===== src/rtl/cpus_pkg.sv =====
package cpus_pkg;

	// code point width and the byte-padded stream width
	localparam int unsigned CP_W    = 21;
	localparam int unsigned TDATA_W = 24;

	localparam logic [CP_W-1:0] TILDE_CP = 21'h00007E;

	// configuration register indexes
	typedef enum logic [1:0] {
		CFG_CONVERT_ENABLE      = 2'd0,
		CFG_TURKISH_DOTTED_I    = 2'd1,
		CFG_TILDE_ESCAPE_ENABLE = 2'd2
	} cfg_index_t;

	// live configuration as seen by the datapath
	typedef struct packed {
		logic convert_enable;
		logic turkish_dotted_i;
		logic tilde_escape_enable;
	} cfg_t;

endpackage


===== src/rtl/codepoint_uppercase_stream_core.sv =====
// Channel   Direction  Handshake               Payload
// s_axis    in         tvalid / tready         tdata: code_point; tuser: first_of_text
// m_axis    out        tvalid / tready         tdata: upper_point
// cfg       in         cfg_valid / cfg_ready   cfg_index, cfg_data (bit 0)
//
// One code point per cycle while m_axis is not stalled: input register, case map, result register.
// A result moves from the input register to the result register before it is offered.
// A dropped tilde frees the input register without using the result register.
// A stall on m_axis holds the result register; the input register takes one more item,
// then s_axis_tready drops until m_axis_tready returns.
// Reset clears the configuration, the escape flag and both valid flags.
module codepoint_uppercase_stream_core
	import cpus_pkg::*;
(
	input  logic               clk,
	input  logic               arst_n,
	// input stream
	input  logic               s_axis_tvalid,
	output logic               s_axis_tready,
	input  logic [TDATA_W-1:0] s_axis_tdata,   // [20:0] code_point, [23:21] zero
	input  logic               s_axis_tuser,   // [0] first_of_text
	// result stream
	output logic               m_axis_tvalid,
	input  logic               m_axis_tready,
	output logic [TDATA_W-1:0] m_axis_tdata,   // [20:0] upper_point, [23:21] zero
	// configuration writes
	input  logic               cfg_valid,
	output logic               cfg_ready,
	input  logic [1:0]         cfg_index,
	input  logic               cfg_data
);

	cfg_t            cfg_q;
	logic            esc_q;
	logic            valid_s1;
	logic [CP_W-1:0] cp_s1;
	logic            first_s1;
	logic            valid_s2;
	logic [CP_W-1:0] point_s2;

	logic            s_fire;
	logic            s1_fire;
	logic            drop_s1;
	logic            esc_eff;
	logic            load_s2;
	logic [CP_W-1:0] mapped;
	logic [CP_W-1:0] result;

	// configuration register writes
	assign cfg_ready = 1'b1;

	always_ff @(posedge clk or negedge arst_n) begin
		if (!arst_n) begin
			cfg_q <= '0;
		end else if (cfg_valid && cfg_ready) begin
			unique case (cfg_index_t'(cfg_index))
				CFG_CONVERT_ENABLE:      cfg_q.convert_enable      <= cfg_data;
				CFG_TURKISH_DOTTED_I:    cfg_q.turkish_dotted_i    <= cfg_data;
				CFG_TILDE_ESCAPE_ENABLE: cfg_q.tilde_escape_enable <= cfg_data;
				default: ;
			endcase
		end
	end

	// stage 1 decisions
	assign esc_eff = esc_q && !first_s1;
	assign drop_s1 = cfg_q.convert_enable && cfg_q.tilde_escape_enable && cp_s1 == TILDE_CP;
	assign s1_fire = valid_s1 && (drop_s1 || !valid_s2 || m_axis_tready);
	assign load_s2 = s1_fire && !drop_s1;
	assign s_axis_tready = !valid_s1 || s1_fire;
	assign s_fire = s_axis_tvalid && s_axis_tready;

	cpus_case_map u_map (
		.code_point       (cp_s1),
		.turkish_dotted_i (cfg_q.turkish_dotted_i),
		.upper_point      (mapped)
	);

	assign result = (!cfg_q.convert_enable || esc_eff) ? cp_s1 : mapped;

	// input register
	always_ff @(posedge clk or negedge arst_n) begin
		if (!arst_n) begin
			valid_s1 <= 1'b0;
		end else if (s_fire) begin
			valid_s1 <= 1'b1;
		end else if (s1_fire) begin
			valid_s1 <= 1'b0;
		end
	end

	always_ff @(posedge clk) begin
		if (s_fire) begin
			cp_s1    <= s_axis_tdata[CP_W-1:0];
			first_s1 <= s_axis_tuser;
		end
	end

	// escape flag: set only by a dropped tilde, cleared by any other item
	always_ff @(posedge clk or negedge arst_n) begin
		if (!arst_n) begin
			esc_q <= 1'b0;
		end else if (s1_fire) begin
			esc_q <= drop_s1;
		end
	end

	// result register
	always_ff @(posedge clk or negedge arst_n) begin
		if (!arst_n) begin
			valid_s2 <= 1'b0;
		end else if (load_s2) begin
			valid_s2 <= 1'b1;
		end else if (m_axis_tready) begin
			valid_s2 <= 1'b0;
		end
	end

	always_ff @(posedge clk) begin
		if (load_s2) begin
			point_s2 <= result;
		end
	end

	assign m_axis_tvalid = valid_s2;
	assign m_axis_tdata  = {{(TDATA_W-CP_W){1'b0}}, point_s2};

	// checks
	a_tilde_sets_escape: assert property (@(posedge clk) disable iff (!arst_n)
		s1_fire && drop_s1 |=> esc_q)
		else $error("dropped tilde did not set escape");

	a_pass_clears_escape: assert property (@(posedge clk) disable iff (!arst_n)
		s1_fire && !cfg_q.convert_enable |=> !esc_q)
		else $error("escape survived conversion off");

	a_unconverted_pass: assert property (@(posedge clk) disable iff (!arst_n)
		load_s2 && (!cfg_q.convert_enable || esc_eff) |=> point_s2 == $past(cp_s1))
		else $error("escaped or unconverted point altered");

	a_stall_only_when_full: assert property (@(posedge clk) disable iff (!arst_n)
		!s_axis_tready |-> valid_s1 && valid_s2)
		else $error("input stalled with room in the pipeline");

endmodule


===== src/rtl/cpus_case_map.sv =====
module cpus_case_map
	import cpus_pkg::*;
(
	input  logic [CP_W-1:0] code_point,
	input  logic            turkish_dotted_i,
	output logic [CP_W-1:0] upper_point
);

	logic even;

	assign even = ~code_point[0];

	// first matching rule wins; anything unmatched passes unchanged
	always_comb begin
		upper_point = code_point;
		if (turkish_dotted_i && code_point == 21'h69) begin
			upper_point = 21'h130;
		end else if (code_point >= 21'h61 && code_point <= 21'h7A) begin
			upper_point = code_point - 21'h20;
		end else if (code_point >= 21'hE0 && code_point <= 21'hFE && code_point != 21'hF7) begin
			upper_point = code_point - 21'h20;
		end else if (code_point == 21'hDF) begin
			upper_point = 21'h1E9E;
		end else if (code_point == 21'hFF) begin
			upper_point = 21'h178;
		end else if (code_point == 21'h131) begin
			upper_point = 21'h49;
		end else if (code_point >= 21'h139 && code_point <= 21'h149) begin
			// L/N block: lowercase letters sit on even points here
			upper_point = even ? code_point - 21'h1 : code_point;
		end else if (code_point >= 21'h100 && code_point <= 21'h177 && !even) begin
			upper_point = code_point - 21'h1;
		end else if (code_point >= 21'h179 && code_point <= 21'h17E && even) begin
			upper_point = code_point - 21'h1;
		end else if (code_point == 21'h219 || code_point == 21'h21B) begin
			upper_point = code_point - 21'h1;
		end else if (code_point >= 21'h430 && code_point <= 21'h44F) begin
			upper_point = code_point - 21'h20;
		end else if (code_point >= 21'h450 && code_point <= 21'h45F) begin
			upper_point = code_point - 21'h50;
		end else if (code_point == 21'h491) begin
			upper_point = code_point - 21'h1;
		end else if (code_point == 21'h3C2) begin
			upper_point = 21'h3A3;
		end else if (code_point >= 21'h3B1 && code_point <= 21'h3CB) begin
			upper_point = code_point - 21'h20;
		end else if (code_point == 21'h3AC) begin
			upper_point = 21'h386;
		end else if (code_point >= 21'h3AD && code_point <= 21'h3AF) begin
			upper_point = code_point - 21'h25;
		end else if (code_point == 21'h3CC) begin
			upper_point = 21'h38C;
		end else if (code_point == 21'h3CD || code_point == 21'h3CE) begin
			upper_point = code_point - 21'h3F;
		end
	end

endmodule

===== config.mk =====
export PLATFORM = sky130hd
export DESIGN_NAME = codepoint_uppercase_stream_core
export DESIGN_NICKNAME = d
export VERILOG_FILES = /design/src/rtl/cpus_pkg.sv /design/src/rtl/codepoint_uppercase_stream_core.sv /design/src/rtl/cpus_case_map.sv
export SDC_FILE = /design/constraint.sdc
export NUM_CORES = 1
export LEC_CHECK = 0
export BUFFER_PORTS_ARGS = -buffer_cell sky130_fd_sc_hd__buf_2
export CAP_MARGIN = 10
export CORE_MARGIN = 5
export CORE_UTILIZATION = 40
export DETAILED_ROUTE_END_ITERATION = 6
export GPL_TIMING_DRIVEN = 0
export SYNTH_ARGS = -nofsm -noshare
export SYNTH_HDL_FRONTEND = slang
export SYNTH_SLANG_ARGS = --single-unit
export TNS_END_PERCENT = 50

===== constraint.sdc =====
create_clock -name clk -period 3.9 [get_ports clk]
set_clock_uncertainty 0.2 [all_clocks]
set_input_delay 0.78 -clock clk [delete_from_list [all_inputs] [get_ports clk]]
set_output_delay 0.78 -clock clk [all_outputs]
set_load 0.01 [all_outputs]

==> flow_metrics.py <==
metrics = {
    "synthesis": {
        "synth_xor_area_share_pct": 1.82,
        "syn-cell-area_um2": 4330,
        "synth_compound_area_share_pct": 21.6,
        "syn_avg_cell_area_um2": 8.64,
        "muxShareOfSynthArea_pct": 1.27,
        "yosysTopAreaCellShare_pct": 29.8,
        "netlist_instances": 501,
        "synth-async-reset-ratio_pct": 12.2,
        "ys_warn_count": 0,
        "synth-edff-count": 43,
        "synth_simple_gate_area_share_pct": 33.2,
        "ys_seq_area_share_pct": 33.3,
        "synth_top_family_by_area": "simple AND/OR/NAND/NOR gates",
        "synth_seq_cells": 49,
        "synth.largest_area_cell": "edfxtp_1",
        "synth_area_leaders": "edfxtp_1 (30%), ha_1 (4.3%), nand2_1 (3.7%), dfrtp_1 (3.5%), nor2_1 (3.4%)",
        "synthFlopType": "edfxtp_1",
        "synth_adder_area_share_pct": 4.34,
        "synth.distinct_cells": 79,
    },
    "detailed_routing": {
        "totalWireLength_mm": 16.1,
        "viasPerCell": 6.33,
        "via_count": 4466,
        "wire_per_inst_um": 22.8,
        "drtPass1Iterations": 6,
        "drtAntennaViolNets": 0,
        "met2WireLength_mm": 7.11,
        "drt-met1-wl_mm": 6.61,
        "dr.max_layer_used": "met4",
        "drt_iter0_markers": 508,
        "dr_wl_met3_mm": 1.54,
        "remaining_drc_errors": 0,
    },
    "critical_path": {
        "crit_arrival_ns": 3.68,
        "path_buf_inv": 0,
        "worstSetupPathType": "reg2reg",
        "start_kind": "register",
        "cpPeakStageDelay_ns": 0.66,
        "path_cells": "nor4_4, nand2_1, o311ai_1, nand2_2, and3_1, o211a_1, a2111oi_0, o21ai_1",
        "crit_path_end": "point_s2[2]$_DFFE_PP_",
        "required_ns": 3.78,
        "crit_cells": 8,
        "critPathLaunch": "cp_s1[19]$_DFFE_PP_",
        "rr_worst_depth": 8,
        "worstReg2RegEnd": "point_s2[2]$_DFFE_PP_",
        "cp_top_family": "simple AND/OR/NAND/NOR gates",
        "crit_path_max_fanout": 9,
        "crit_path_top_delay_cell": "o311ai_1",
        "reg2reg_from": "cp_s1[19]$_DFFE_PP_",
        "ff2ff_setup_slack_ns": 0.11,
        "cp-end-kind": "register",
    },
    "placed_design": {
        "portBuffers": 52,
        "placed_area_um2": 4790,
        "dp_worst_setup_slack_ns": -0.362,
        "place_hpwl_mm": 12.5,
        "gp_congestion": 1.03,
    },
    "die": {
        "core_area_um2": 10700,
        "die_area_um2": 13000,
        "initial_utilization_pct": 40.3,
        "io_pins": 60,
        "die_y_um": 114,
        "rows": 38,
        "die_x_um": 114,
    },
    "layout": {
        "post-route-util_pct": 46.3,
        "stdcell_area_um2": 4980,
        "final_common_cell": "buf_2",
        "final_net_count": 612,
        "mostFrequentLayoutCells": "buf_2 (53), edfxtp_1 (43), nand2_1 (42)",
        "area_growth_syn_to_layout_pct": 15.0,
        "antenna-diode-count": 0,
        "final_layout_size_suffix_gt1_share_pct": 20.7,
        "fillers": 1091,
    },
    "sta": {
        "maxSlewHeadroom_pct": 32.4,
        "fin_crit_sh_pct": 97.3,
        "hold_viol_final": 0,
        "setup_viol": 0,
        "max_slew.worst_pin.slew_ns": 1.01,
        "fmax_ghz": 0.264,
        "period_needed_ns": 3.79,
        "rsz0062_at_grt": "yes",
        "drv_slew": 0,
        "setup_slack_ns": 0.106,
    },
    "global_routing": {
        "antenna_found_initial": 0,
        "grt_pass1_wl_mm": 24.7,
        "grt.overflow.total": 0,
        "grt_pass1_vias": 4327,
        "grt_max_degree": 23,
        "track_usage_pct": 24.7,
    },
    "cts": {
        "cts_tree": "done",
        "insertion_delay_ns": 0.32,
        "clkSlewWorstSetupHoldPaths_ns": 0.11,
        "clockBufferDepth": 2,
        "clk_root_buffer_cell": "clkbuf_8",
        "cts_buffers": 5,
        "clock_sinks": 49,
        "htreeDepth": 2,
        "hold_buffers": 0,
    },
    "run": {
        "cap_violations": 0,
    },
    "min_path": {
        "hp-class": "in2async",
    },
    "power": {
        "leakagePower_nw": 1.80,
        "powerDensity_nw_per_um2": 288,
        "ir_drop_v": 0.000159,
    },
    "run_status": {
        "status": "finished, final reports clean",
    },
}
[through the flow]
| stage | hold slack (ns) | TNS, ns | power [mW] | std cells |
|---|---|---|---|---|
| CTS | 0.0694 | -0.00472 | 1.43 | 706 |
| floorplan | 0.273 | 0 | 0.902 | 503 |
| finish | 0.0696 | 0 | 1.43 | 705 |
| detailed placement | 0.300 | -1.69 | 1.04 | 696 |
| global route | 0.0718 | -0.174 | 1.49 | 705 |
| global placement | 0.297 | -3.49 | 1.04 | 695 |
[routing by layer]
layer  global-route usage (%)  vias to the layer above
li1                         -                     2054
met1                     33.2                     2077
met2                     37.6                      280
met3                     5.09                       55
met4                     12.0                        0
met5                        0                        -
[cell type report]
| cell class | instances | area, um^2 | area share [%] |
|---|---|---|---|
| Buffer | 29 | 143 | 2.87 |
| Tap cell | 140 | 175 | 3.52 |
| Sequential cell | 49 | 1440 | 29.0 |
| Multi-Input combinational cell | 412 | 2770 | 55.6 |
| Clock buffer | 5 | 68.8 | 1.38 |
| Timing Repair Buffer | 55 | 290 | 5.83 |
| Inverter | 12 | 47.5 | 0.955 |
| Clock inverter | 3 | 43.8 | 0.880 |
[where the power goes]
part	total, mW	leakage, nW	switching (mW)	internal [mW]
combinational	0.371	1.26	0.242	0.129
clock	0.392	0.0585	0.199	0.193
sequential	0.670	0.487	0.0353	0.635
total	1.43	1.80	0.476	0.957
[flip-flops by register name (all words and copies together), names as in the netlist]
signal,count
esc_q,1
point_s2,21
first_s1,1
cfg_q,3
m_axis_tvalid,1
cp_s1,21
valid_s1,1
[logic make-up after synthesis]
group | count (synthesis)
simple gates | 248
flops | 49
xor+xnor | 9
mux | 5
compound gates | 131
buf+inv | 42
other cells | 2
fa+ha+maj | 15
[what timing repair did]
item | 4_1_cts | 5_1_grt
hold endpoints to repair | 0 | 0
setup endpoints to repair | 11 | 13
resized for setup | 5 | 17
pin swaps | 1 | 0
buffers inserted | 2 | 0
[worst min-delay path by stage]
stage | cells after the start | start | end | slack, ns
floorplan | 1 | esc_q$_DFFE_PN0P_ | esc_q$_DFFE_PN0P_ | 0.27
global placement | 1 | esc_q$_DFFE_PN0P_ | esc_q$_DFFE_PN0P_ | 0.30
detailed placement | 1 | esc_q$_DFFE_PN0P_ | esc_q$_DFFE_PN0P_ | 0.30
CTS | 1 | arst_n | valid_s1$_DFFE_PN0P_ | 0.07
global route | 1 | arst_n | m_axis_tvalid$_DFFE_PN0P_ | 0.07
finish | 1 | arst_n | valid_s1$_DFFE_PN0P_ | 0.07
[synthesized netlist by cell type, types with 5 or more instances]
cell	n
or3_1	6
o22ai_1	8
a211oi_1	7
clkbuf_1	22
nor2_1	39
and3_1	8
nand3_1	27
o21a_1	5
xnor2_1	6
o21ai_0	28
edfxtp_1	43
or4_1	5
nor3_1	22
and2_1	12
dfrtp_1	6
inv_1	11
a21oi_1	25
a31oi_1	5
ha_1	15
nand4_1	19
nand2_1	43
buf_4	5
nor4_1	10
nand2b_1	12
o211ai_1	8
or2_2	7
[worst register-to-register path: cells and delay by family, from the launching register on]
| family | cells | cell delay, ns |
|---|---|---|
| compound gates | 4 | 1.27 |
| flops | 1 | 0.55 |
| simple gates | 4 | 1.53 |
Power figures use the tool's default switching activity.
